`config.mk`:
```
export PLATFORM = sky130hd
export DESIGN_NAME = quoted_delimiter_tokenizer_core
export DESIGN_NICKNAME = d
export VERILOG_FILES = /design/src/hw/rtl/qdt_pkg.sv /design/src/hw/rtl/quoted_delimiter_tokenizer_core.sv /design/src/hw/rtl/qdt_step.sv /design/src/hw/rtl/qdt_rsp_fifo.sv
export SDC_FILE = /design/constraint.sdc
export NUM_CORES = 1
export LEC_CHECK = 0
export BUFFER_PORTS_ARGS = -buffer_cell sky130_fd_sc_hd__buf_2
export CAP_MARGIN = 5
export CORE_MARGIN = 2
export CORE_UTILIZATION = 58
export CTS_CLUSTER_DIAMETER = 40
export CTS_CLUSTER_SIZE = 28
export DETAILED_ROUTE_END_ITERATION = 8
export PLACE_DENSITY_LB_ADDON = 0.25
export SYNTH_ARGS = -nofsm -noshare
export SYNTH_HDL_FRONTEND = slang
export SYNTH_SLANG_ARGS = --single-unit
```
`constraint.sdc`:
```
create_clock -name clock -period 5 [get_ports clock]
set_input_delay 0.25 -clock clock [delete_from_list [all_inputs] [get_ports clock]]
set_output_delay 0.25 -clock clock [all_outputs]
set_load 0.01 [all_outputs]
```
`src/hw/rtl/qdt_pkg.sv`:
```
// Package for the quoted delimiter tokenizer: item types, mode and
// quote-state codes, and character constants. No dependencies.
package qdt_pkg;

   localparam int unsigned FIFO_DEPTH_DEFAULT = 8;

   localparam logic [1:0] MODE_PLAIN  = 2'd0;
   localparam logic [1:0] MODE_FUZZY  = 2'd1;
   localparam logic [1:0] MODE_QUOTED = 2'd2;

   localparam logic CSR_SPLIT_MODE = 1'b0;
   localparam logic CSR_DELIMITER  = 1'b1;

   localparam logic [2:0] Q_NORMAL = 3'd0;
   localparam logic [2:0] Q_ESC    = 3'd1;
   localparam logic [2:0] Q_DQ     = 3'd2;
   localparam logic [2:0] Q_DQ_ESC = 3'd3;
   localparam logic [2:0] Q_SQ     = 3'd4;

   localparam logic [7:0] CH_DQ = 8'h22;
   localparam logic [7:0] CH_BS = 8'h5C;
   localparam logic [7:0] CH_SQ = 8'h27;
   localparam logic [7:0] CH_SP = 8'h20;

   localparam logic [7:0] DELIMITER_RESET = 8'd44;

   localparam logic KIND_BYTE   = 1'b0;
   localparam logic KIND_MARKER = 1'b1;

   typedef struct packed {
      logic [7:0] ch;
      logic       end_of_string;
   } req_type;

   typedef struct packed {
      logic       kind;
      logic [7:0] token_byte;
      logic       string_end;
      logic       run_last;
   } rsp_type;

   typedef struct packed {
      logic [2:0] quote_state;
      logic       token_has_bytes;
      logic       in_delim_run;
   } tok_state_type;

   typedef struct packed {
      logic [1:0] count;
      rsp_type    rsp0;
      rsp_type    rsp1;
   } push_type;

endpackage

```
`src/hw/rtl/quoted_delimiter_tokenizer_core.sv`:
```
// Quoted delimiter tokenizer, top level. An accepted item is registered,
// then stepped into results in the result queue, which feeds the output.
// Throughput: one item per cycle while req_stall is low; the result queue
// depth sets how far input runs ahead of output. Reset (synchronous):
// split_mode plain, delimiter 44, tokenizer state cleared, queue empty.
// Uses qdt_pkg, qdt_step, qdt_rsp_fifo.
module quoted_delimiter_tokenizer_core import qdt_pkg::*; #(
   parameter int unsigned FifoDepth = FIFO_DEPTH_DEFAULT
) (
   input  logic       clock,
   input  logic       reset,
   input  logic       req_valid,
   output logic       req_stall,
   input  req_type    req_payload,
   output logic       rsp_valid,
   input  logic       rsp_stall,
   output rsp_type    rsp_payload,
   input  logic       csr_valid,
   output logic       csr_ready,
   input  logic       csr_index,
   input  logic [7:0] csr_wdata
);

   localparam int unsigned CntW = $clog2(FifoDepth + 1);

   logic [1:0]      split_mode_ff;
   logic [7:0]      delimiter_ff;
   logic            item_valid_ff;
   req_type         item_ff;
   push_type        push;
   logic            pop;
   logic [CntW-1:0] fifo_count;

   // room for the item in flight plus this one, two results each
   assign req_stall = item_valid_ff ? (fifo_count > CntW'(FifoDepth - 4))
                                    : (fifo_count > CntW'(FifoDepth - 2));
   assign csr_ready = 1'b1;
   assign pop       = rsp_valid && !rsp_stall;

   always_ff @(posedge clock) begin
      if (reset) begin
         split_mode_ff <= MODE_PLAIN;
         delimiter_ff  <= DELIMITER_RESET;
         item_valid_ff <= 1'b0;
      end else begin
         item_valid_ff <= req_valid && !req_stall;
         if (csr_valid && csr_ready) begin
            case (csr_index)
               CSR_SPLIT_MODE: split_mode_ff <= csr_wdata[1:0];
               CSR_DELIMITER:  delimiter_ff  <= csr_wdata;
               default: begin
               end
            endcase
         end
      end
   end

   always_ff @(posedge clock) begin
      if (req_valid && !req_stall) begin
         item_ff <= req_payload;
      end
   end

   qdt_step u_step (
      .clock      (clock),
      .reset      (reset),
      .in_valid   (item_valid_ff),
      .in_item    (item_ff),
      .split_mode (split_mode_ff),
      .delimiter  (delimiter_ff),
      .push       (push)
   );

   qdt_rsp_fifo #(
      .Depth (FifoDepth)
   ) u_fifo (
      .clock     (clock),
      .reset     (reset),
      .push      (push),
      .pop       (pop),
      .not_empty (rsp_valid),
      .head      (rsp_payload),
      .count     (fifo_count)
   );

endmodule

```
`src/hw/rtl/qdt_step.sv`:
```
// Per-byte tokenizer step: tokenizer state register and the logic that
// turns one registered item into up to two results. Uses qdt_pkg.
module qdt_step import qdt_pkg::*; (
   input  logic       clock,
   input  logic       reset,
   input  logic       in_valid,
   input  req_type    in_item,
   input  logic [1:0] split_mode,
   input  logic [7:0] delimiter,
   output push_type   push
);

   tok_state_type state_ff, state_in;

   always_comb begin
      rsp_type    res [2];
      logic [1:0] n;
      logic       esc;
      logic       quote_ch;
      logic [2:0] qs;
      logic [7:0] ch;
      logic       eos;

      ch       = in_item.ch;
      eos      = in_item.end_of_string;
      n        = 2'd0;
      esc      = 1'b0;
      qs       = state_ff.quote_state;
      quote_ch = (ch == CH_DQ) || (ch == CH_BS) || (ch == CH_SQ);
      state_in = state_ff;
      res[0]   = '0;
      res[1]   = '0;

      if (in_valid) begin
         case (split_mode)
            MODE_PLAIN: begin
               if (ch == delimiter) begin
                  res[0] = '{KIND_MARKER, 8'd0, eos, 1'b0};
                  n = 2'd1;
                  state_in.token_has_bytes = 1'b0;
               end else begin
                  res[0] = '{KIND_BYTE, ch, 1'b0, 1'b0};
                  state_in.token_has_bytes = 1'b1;
                  if (eos) begin
                     res[1] = '{KIND_MARKER, 8'd0, 1'b1, 1'b0};
                     n = 2'd2;
                  end else begin
                     n = 2'd1;
                  end
               end
            end
            MODE_FUZZY: begin
               if ((ch == CH_SP) || (ch == delimiter)) begin
                  if (!state_ff.in_delim_run) begin
                     res[0] = '{KIND_MARKER, 8'd0, 1'b0, 1'b0};
                     n = 2'd1;
                  end
                  state_in.in_delim_run    = 1'b1;
                  state_in.token_has_bytes = 1'b0;
               end else begin
                  res[0] = '{KIND_BYTE, ch, 1'b0, 1'b0};
                  n = 2'd1;
                  state_in.in_delim_run    = 1'b0;
                  state_in.token_has_bytes = 1'b1;
               end
               if (eos) begin
                  res[n[0]] = '{KIND_MARKER, 8'd0, 1'b1, 1'b0};
                  n = n + 2'd1;
               end
            end
            MODE_QUOTED: begin
               case (state_ff.quote_state)
                  Q_ESC: begin
                     esc = 1'b1;
                     qs  = Q_NORMAL;
                  end
                  Q_DQ: begin
                     if (ch == CH_DQ) qs = Q_NORMAL;
                     else if (ch == CH_BS) qs = Q_DQ_ESC;
                     else esc = 1'b1;
                  end
                  Q_DQ_ESC: begin
                     esc = 1'b1;
                     qs  = Q_DQ;
                  end
                  Q_SQ: begin
                     if (ch == CH_SQ) qs = Q_NORMAL;
                     else esc = 1'b1;
                  end
                  default: begin
                     if (ch == CH_DQ) qs = Q_DQ;
                     else if (ch == CH_BS) qs = Q_ESC;
                     else if (ch == CH_SQ) qs = Q_SQ;
                     else qs = Q_NORMAL;
                  end
               endcase
               state_in.quote_state = qs;
               if (esc || !quote_ch) begin
                  if ((ch == delimiter) && !esc) begin
                     res[0] = '{KIND_MARKER, 8'd0, eos, 1'b0};
                     state_in.token_has_bytes = 1'b0;
                  end else begin
                     res[0] = '{KIND_BYTE, ch, 1'b0, 1'b0};
                     state_in.token_has_bytes = 1'b1;
                  end
                  n = 2'd1;
               end
               if (eos && state_in.token_has_bytes) begin
                  res[n[0]] = '{KIND_MARKER, 8'd0, 1'b1, 1'b0};
                  n = n + 2'd1;
               end
            end
            default: begin
            end
         endcase
         if (eos) begin
            state_in = '{Q_NORMAL, 1'b0, 1'b0};
         end
         if (n == 2'd2) begin
            res[1].run_last = 1'b1;
         end else if (n == 2'd1) begin
            res[0].run_last = 1'b1;
         end
      end

      push.count = n;
      push.rsp0  = res[0];
      push.rsp1  = res[1];
   end

   always_ff @(posedge clock) begin
      if (reset) begin
         state_ff <= '{Q_NORMAL, 1'b0, 1'b0};
      end else begin
         state_ff <= state_in;
      end
   end

endmodule

```
`src/hw/rtl/qdt_rsp_fifo.sv`:
```
// Result queue: takes up to two results per cycle, gives one per cycle on pop.
// Uses qdt_pkg for the result and push types.
module qdt_rsp_fifo import qdt_pkg::*; #(
   parameter int unsigned Depth = FIFO_DEPTH_DEFAULT,
   localparam int unsigned PtrW = $clog2(Depth),
   localparam int unsigned CntW = $clog2(Depth + 1)
) (
   input  logic            clock,
   input  logic            reset,
   input  push_type        push,
   input  logic            pop,
   output logic            not_empty,
   output rsp_type         head,
   output logic [CntW-1:0] count
);

   rsp_type         mem_ff [Depth];
   logic [PtrW-1:0] wr_ptr_ff, wr_ptr_in, wr_ptr_p1;
   logic [PtrW-1:0] rd_ptr_ff, rd_ptr_in;
   logic [CntW-1:0] count_ff, count_in;

   function automatic logic [PtrW-1:0] ptr_inc(input logic [PtrW-1:0] p);
      ptr_inc = (p == PtrW'(Depth - 1)) ? '0 : p + PtrW'(1);
   endfunction

   always_comb begin
      wr_ptr_p1 = ptr_inc(wr_ptr_ff);
      wr_ptr_in = wr_ptr_ff;
      if (push.count == 2'd1) wr_ptr_in = wr_ptr_p1;
      else if (push.count == 2'd2) wr_ptr_in = ptr_inc(wr_ptr_p1);
      rd_ptr_in = pop ? ptr_inc(rd_ptr_ff) : rd_ptr_ff;
      count_in  = count_ff + CntW'(push.count) - CntW'(pop);
   end

   always_ff @(posedge clock) begin
      if (reset) begin
         wr_ptr_ff <= '0;
         rd_ptr_ff <= '0;
         count_ff  <= '0;
      end else begin
         wr_ptr_ff <= wr_ptr_in;
         rd_ptr_ff <= rd_ptr_in;
         count_ff  <= count_in;
      end
   end

   always_ff @(posedge clock) begin
      if (push.count != 2'd0) begin
         mem_ff[wr_ptr_ff] <= push.rsp0;
      end
      if (push.count == 2'd2) begin
         mem_ff[wr_ptr_p1] <= push.rsp1;
      end
   end

   assign not_empty = (count_ff != '0);
   assign head      = mem_ff[rd_ptr_ff];
   assign count     = count_ff;

endmodule
```
# Word level (Yosys, flattened, before mapping)
# Memories as Yosys holds them, arrays and structs flattened. A register that Yosys moved wholly into a read port is not among the register bits.
# Cells that the tools add are included.
# W data, S select, Z words.
[totals] regBits=35 latch_bits=0 ramBits=88 rom_bits=0 in_bits=23 output_inout_bits=14 elab_cells=152 n_memories=1
[classes] n_addsub=7 n_mul=0 div=0 magnitude_cmp=6 n_eq_ne=20 shift=0 n_mux=71 bitwise_logic=9 reduce_logical=27
[mem_list] name="u_fifo.mem_ff" words=8 width=11 read_ports=1 rd_clocked_by_memory_dff=1 wr=2 line_no="qdt_rsp_fifo.sv:17" rtl="rsp_type mem_ff [Depth];"
[op_table] cell="$mux W11" count=13
[op_table] cell="$mux W22" count=3
[op_table] cell="$pmux W22 S3" count=1
[op_table] cell="$mux W3" count=14
[op_table] cell="$and A18 B18 Y18" count=2
[op_table] cell="$not A18 Y18" count=2
[op_table] cell="$eq A8 B6 Y1 const B" count=3
[op_table] cell="$demux W11 S1" count=2
[op_table] cell="$mux W1" count=22
[op_table] cell="$mux W2" count=11
[op_table] cell="$eq A3 B3 Y1 const B" count=4
[op_table] cell="$pmux W3 S4" count=1
[op_table] cell="$add A3 B1 Y3 const B" count=3
[op_table] cell="$eq A8 B7 Y1 const B" count=1
[op_table] cell="$eq A8 B8 Y1" count=1
[op_table] cell="$gt A4 B3 Y1 const B" count=2
[op_table] cell="$or A4 B4 Y4" count=2
[op_table] cell="$reduce_and A2 Y1" count=4
[op_table] cell="$reduce_bool A2 Y1" count=4
[op_table] cell="$reduce_bool A4 Y1" count=2
[op_table] cell="$eq A2 B1 Y1 const B" count=3
[op_table] cell="$eq A2 B2 Y1 const B" count=3
[op_table] cell="$eq A3 B2 Y1 const B" count=2
[op_table] cell="$logic_and A1 B1 Y1" count=6
[op_table] cell="other kinds (18)" count=29

# Logic depth before layout (Yosys ltp)
# Gate-level depths: netlist of run 1.
[logic_depth] ltp_word=22 ltp_mapped=20 depth_no_buf=16

# Hierarchy
# From an unflattened synthesis of run 1, not the netlist that was laid out.
[unflattened] hier_cells=540 area_unflattened_um2=7085.5
[modules_own_cells] module="qdt_rsp_fifo" n_inst=1 cells_each=331 area_per_inst_um2=5261.3 seq_area_each_um2=2902.8
[modules_own_cells] module="qdt_step" n_inst=1 cells_each=146 area_per_inst_um2=1108.6 seq_area_each_um2=100.1
[modules_own_cells] module="quoted_delimiter_tokenizer_core" n_inst=1 cells_each=63 area_per_inst_um2=715.7 seq_area_each_um2=490.5

# Worst setup path before layout of run 1
# No wires, ideal clock.
[synth_timing] path_kind="register to register" startpoint="register item_ff[4] in the netlist's numbering" endpoint="memory u_fifo.mem_ff[3][0] in the netlist's numbering (enable)" setup_ps=303 arrival_time_ps=3985 required_time_ps=4697 setup_slack_ps=713 path_stages_with_launch=18 n_path_buf=3 synth_period_minus_slack_ps=4287 path_cell_list="edfxtp_1 -> and4bb_4 -> a2111o_1 -> o211a_1 -> buf_6 -> o21a_1 -> nor2b_1 -> ha_1 -> a22oi_1 -> clkbuf_1 -> nor2_1 -> nor2_1 -> inv_1 -> ha_1 -> or3b_2 -> or3_1 -> clkbuf_1 -> nand2_1"
[synth_rtl] element="start, declared" line_no="quoted_delimiter_tokenizer_core.sv:29" rtl="req_type item_ff;"
[synth_rtl] element="start signal, assigned" line_no="quoted_delimiter_tokenizer_core.sv:60" rtl="item_ff <= req_payload;"
[synth_rtl] element="end, declared" line_no="qdt_rsp_fifo.sv:17"

==> results.md, run 1 <==
* Dpl hpwl at 13000 microns
* Hold slack at 0.0131 ns
* Post-DR vias/cell at 6.51
* Worst Path Max Fanout at 11
* Layout Nets at 811
* Worst-skew pair later-pin latency at 0.42 ns
* Synth Register Bits at 126
* Async set-reset flop share out of synthesis at 0
* Worst-Margin Slew at 0.873 ns
* Antenna diodes at 0
* Final wirelength at 18500 microns
* Num ports at 37
* Share of cells above drive strength 1 at 0.192
* Residual DRC count at 0
* Post-synth top flop: dfxtp_1
* Synth area leaders: dfxtp_1, edfxtp_1, mux4_2, a21oi_1, o21ai_0
* Final setup violation count at 0
* Fmax achieved at 223 MHz
* P&R area growth vs syn at 14.0%
* Global route overflow at 0
* Area of placed instances at 7280 sq um
* Syn Nets at 780
* Gr usage total at 0.297
* VDD IR max at 0.267 mV
* Initial antenna violation count at 1
* CTS tree: yes
* Max H-tree Level at 4
* Number of hold violations in the final report at 0
* RSZ-0062 raised after global routing: no
* Arrival time worst endpoint at 4.74 ns
* Distinct cells, synth at 73
* Area leader, netlist: dfxtp_1
* Max-cap violations at 0
* Status: completed
* Worst hold path class: input port to flop
* CTS sink count at 126
* Number of flops mapped to enable cells by yosys at 33
* Detailed-route wire length per cell at 20.0 microns
* Placer Congestion at 0.914
* Relative slew slack at 0.416
* Power Density at 439 nW/um^2
* Mapped Cells at 733
* WP data required at 5.25 ns
* Avg Cell Area, Syn at 9.53 sq um
* Vias at 6016
* Post-synth top area share at 0.267
* Largest net degree at the start of global routing at 26
* IO Port Bufs at 35
* # fillers at 949
* Fin area at 7960 sq um
* YS warnings at 0
* Initial Utilization at 0.589
* Final Slew Violations at 0
* Worst-path clk slew at 0.06 ns
* First-pass GRT wire length at 29700 microns
* Lkg Pwr at 2.85 nW
* Initial DRC count at 684
* CTS root buffer: clkbuf_16
* CTS Buffer Depth at 2
* Synthesized area at 6990 sq um
* Register area share after synthesis at 0.408
* Fin crit share at 0.898
* Core Rows at 40
* Max Clock Skew at 0.00653 ns
* Drt first pass iters at 5
* Vias in the first global route at 5644
* Die height at 114 microns
* Post-layout minimum cycle time at 4.49 ns
* Core area at 11900 sq um
* Startpoint type of the worst setup path: flop
* Crit path kind: flop to flop
* Final ANT Viol Nets at 0
* Crit end category: flop
* Die X at 114 microns
* Setup TNS at 0 ns
* Total CTS buffers at 17
* Die area at 12900 sq um
flip-flops by register name, indices dropped and copies added (netlist names), named ones only:
signal / flops
u_fifo.mem_ff: 88
item_ff: 9
delimiter_ff: 8
u_step.state_ff: 5
u_fifo.count: 4
u_fifo.rd_ptr_ff: 3
u_fifo.wr_ptr_ff: 3
split_mode_ff: 2
item_valid_ff: 1
cells in the final DEF (no fill, tap or decap), drive strengths merged, types with 6 or more instances in the layout:
master   count
o21ai       86
nor3        16
mux2i        6
nor2b        9
mux2        11
buf         60
inv         22
clkbuf      25
nand2       66
mux4        22
nand3       45
nor2        37
edfxtp      33
ha          23
a21oi       66
o211ai      22
dfxtp       93
a2bb2oi      8
o22ai       13
xnor2       10
o2111ai      8
nand2b      10
kinds of logic (layout without fill, tap and decap cells):
group | after synthesis | after routing | share of synthesized area
adder cells (fa/ha/maj) | 24 | 24 | 0.0441
buffers and inverters | 71 | 115 | 0.0428
multiplexers | 39 | 39 | 0.0973
AND/OR/NAND/NOR | 225 | 225 | 0.167
AO/OA/AOI/OAI | 236 | 236 | 0.226
XOR/XNOR | 11 | 11 | 0.0138
flip-flops | 126 | 126 | 0.408
other | 1 | 1 | 0.000537
timing repair:
item                                    CTS  global route
endpoints found under the setup margin    0             5
endpoints found under the hold margin     5             0
buffers inserted                          0             4
resized for setup                         0             1
hold buffers                              5             0
stage by stage:
stage | total power [mW] | utilization | instances | worst slack [ns]
floorplan | 1.99 | - | 733 | 0.713
global placement | 2.21 | 0.614 | 883 | 0.457
detailed placement | 2.25 | 0.614 | 883 | 0.409
CTS | 3.48 | 0.669 | 920 | 0.356
global route | 3.66 | 0.671 | 924 | 0.101
finish | 3.49 | 0.671 | 924 | 0.509
synthesized netlist by cell type (11+ instances only):
master and n:
dfxtp_1 93, nor2_1 37, mux4_2 22, ha_1 23
a21oi_1 66, mux2_2 11, nand3_1 44, inv_1 18
o21ai_1 21, nand2_1 66, nor3_1 16, o22ai_1 13
o21ai_0 65, edfxtp_1 33, o211ai_1 22, clkbuf_1 39
worst max-delay path, stage by stage, from the launching register on:
cell,delay (ns)
edfxtp_1,0.53
xnor2_1,0.26
nand4_2,0.38
nor4_2,0.38
o21a_1,0.22
nor2b_1,0.06
ha_1,0.26
a22oi_1,0.30
o21ai_0,0.18
nand2_1,0.16
ha_1,0.23
or3b_2,0.49
or3_1,0.53
o22ai_1,0.20
nand2_1,0.07
o221ai_1,0.08
worst paths after layout:
kind                                                          to  depth (start not counted)  slack [ns]                              from
worst max-delay path               u_fifo.mem_ff[3][1]$_DFFE_PP_                         15        0.51              item_ff[1]$_DFFE_PP_
worst min-delay path                        item_ff[8]$_DFFE_PP_                          1        0.01                    req_payload[8]
worst max register to register     u_fifo.mem_ff[3][1]$_DFFE_PP_                         15        0.51              item_ff[1]$_DFFE_PP_
worst min register to register  u_fifo.mem_ff[5][3]$_SDFFE_PP0P_                          2        0.46  u_fifo.mem_ff[5][3]$_SDFFE_PP0P_
routing by layer:
layer	vias up	track usage	part of all wire
li1	2800	-	-
met1	2901	0.389	0.42
met2	275	0.481	0.48
met3	40	0.0781	0.079
met4	0	0.0984	0.023
met5	-	0	0
layout make-up:
| class | count | area [sq um] | share of cell area |
|---|---|---|---|
| timing repair buffer | 65 | 413 | 0.0518 |
| sequential | 126 | 2850 | 0.358 |
| clock inverter | 7 | 70.1 | 0.00880 |
| multi-input combinational | 536 | 3850 | 0.483 |
| tap | 147 | 184 | 0.0231 |
| clock buffer | 25 | 528 | 0.0663 |
| inverter | 18 | 67.6 | 0.00848 |
power breakdown:
| part | switching, mW | internal (mW) |
|---|---|---|
| sequential | 0.119 | 1.22 |
| clock | 0.457 | 0.785 |
| combinational | 0.485 | 0.431 |
(Power assumes the default switching activity.)
==> run 2, diff against run 1 <==
- GPL_TIMING_DRIVEN: default -> 0
- MAX_ROUTING_LAYER: default -> met4
==> run 2 against run 1 <==
  * Register-to-register slack worse by 0.31 ns
  * First-iteration DRC count is 2.3% lower
  * Design area is 2.9% higher
  * Global-route usage is 2.1 points higher
==> results.md, run 2 (same netlist as run 1, synthesis figures left out) <==
* CTS Buffer Depth at 2
* First-pass GRT wire length at 31100 microns
* Placer Congestion at 0.951
* Hold slack at 0.0455 ns
* Reg with most FFs: u_fifo.mem_ff
* Initial Utilization at 0.589
* Max-cap violations at 0
* CTS sink count at 126
* Status: completed
* Fin crit share at 0.960
* P&R area growth vs syn at 17.4%
* Vias in the first global route at 6185
* Utilization after layout at 0.691
* Final std cells w/o fill at 957
* Global route overflow at 0
* Drt first pass iters at 5
* Total CTS buffers at 17
* Initial DRC count at 668
* Max Clock Skew at 0.00485 ns
* Commonest non-fill, non-tap cell in the layout: dfxtp_1
* Post-DR vias/cell at 6.53
* Fmax achieved at 208 MHz
* Worst-Margin Slew at 0.939 ns
* Gr usage total at 0.318
* Reg2reg path depth at 17
* Worst Hold Launch: csr_wdata[3]
* Final Slew Violations at 0
* Met1 Usage GRT at 0.379
* Commonest non-fill, non-tap cells in the layout: dfxtp_1, a21oi_1, nand2_1
* Worst Path Max Fanout at 10
* Startpoint type of the worst setup path: flop
* VDD IR max at 0.295 mV
* Worst hold path class: input port to flop
* Arrival time worst endpoint at 5.00 ns
* Residual DRC count at 0
* Setup crit start: item_ff[7]$_DFFE_PP_
* Lkg Pwr at 2.91 nW
* IO Port Bufs at 35
* Crit end category: flop
* Max H-tree Level at 4
* Post-Place Cells at 915
* Crit path kind: flop to flop
* Relative slew slack at 0.372
* Layout Nets at 844
* Die area at 12900 sq um
* Detailed-route wire length per cell at 19.8 microns
* Global route hottest layer: met2
* RSZ-0062 raised after global routing: no
* Crit Reg-Reg Startpoint: item_ff[7]$_DFFE_PP_
* Largest net degree at the start of global routing at 17
* Final ANT Viol Nets at 0
* Final wirelength at 18900 microns
* Max reg flops at 88
* Num ports at 37
* Number of hold violations in the final report at 0
* Die height at 114 microns
* Initial antenna violation count at 0
* Vias at 6245
* Post-layout minimum cycle time at 4.80 ns
* CTS tree: yes
* Antenna diodes at 0
* Worst-skew pair later-pin latency at 0.42 ns
* Share of cells above drive strength 1 at 0.179
* Hold Path Depth at 3
* M3 GR Usage at 0.0680
* Worst-path clk slew at 0.05 ns
* Final setup violation count at 0
* CTS root buffer: clkbuf_16
* Core area at 11900 sq um
* Core Rows at 40
* Setup TNS at 0 ns
* Power Density at 450 nW/um^2
* WP data required at 5.20 ns
* Regs by FF count: u_fifo.mem_ff x88, item_ff x9, delimiter_ff x8
* Dpl hpwl at 13600 microns
* Die X at 114 microns
* Met2 Use GR at 0.519
run 2: cell count changes in the layout (fill, tap and decap cells not counted), moves of 3 or more:
cell,previous run,this run
buf_4,25,3
dlygate4sd3_1,5,9
clkbuf_1,3,37
buf_2,35,43
clkbuf_2,0,3
run 2: layout make-up:
| type | instances | area (sq um) |
|---|---|---|
| well taps | 147 | 184 |
| clock buffers | 24 | 557 |
| inverters | 18 | 67.6 |
| clock inverters | 8 | 131 |
| plain buffers | 53 | 235 |
| repair buffers | 45 | 273 |
| fillers | 920 | 3660 |
| flip-flops and latches | 126 | 2850 |
| multi-input cells | 536 | 3900 |
run 2: repair_timing:
item,in CTS,in global routing
endpoints found under the setup margin,101,112
buffers inserted,1,0
hold buffers,9,0
gates resized for setup,5,10
pin swaps,1,0
endpoints found under the hold margin,9,0
run 2: critical path, stage by stage, from the launching register on:
cell      delay, ns
edfxtp_1       0.52
and4bb_1       0.32
a2111o_1       0.43
o211a_1        0.26
buf_6          0.18
o21a_1         0.13
nor2b_1        0.11
ha_1           0.15
a22oi_1        0.09
clkbuf_2       0.24
nor2_4         0.25
nor2_2         0.12
ha_2           0.30
nor4b_4        0.61
nand2_1        0.31
nor3_1         0.22
o21ai_0        0.12
o211ai_1       0.20
run 2: layer usage:
layer  vias up  routed length (microns)
met5         -                        0
met4         0                      586
met3        58                     1450
met2       311                     9270
met1      2993                     7640
li1       2883                        -
run 2: through the flow:
stage / power, mW / worst slack [ns] / instance area (sq um)
6_report: 3.69 / 0.201 / 8200
5_1_grt: 3.86 / 0.00521 / 8200
4_1_cts: 3.68 / 0.00848 / 8150
3_5_place_dp: 2.26 / -0.554 / 7340
3_3_place_gp: 2.22 / -0.505 / 7340
2_1_floorplan: 1.99 / 0.713 / 6990
run 2: power breakdown:
part | switching, mW | internal [mW]
sequential | 0.105 | 1.22
combinational | 0.527 | 0.438
clock | 0.470 | 0.937
run 2: path summary, 6_finish.rpt:
check | end | slack (ns)
setup reg to reg | u_fifo.mem_ff[4][1]$_DFFE_PP_ | 0.20
hold / removal | delimiter_ff[3]$_SDFFE_PP1P_ | 0.05
setup / recovery | u_fifo.mem_ff[4][1]$_DFFE_PP_ | 0.20
hold reg to reg | u_fifo.mem_ff[5][3]$_SDFFE_PP0P_ | 0.47
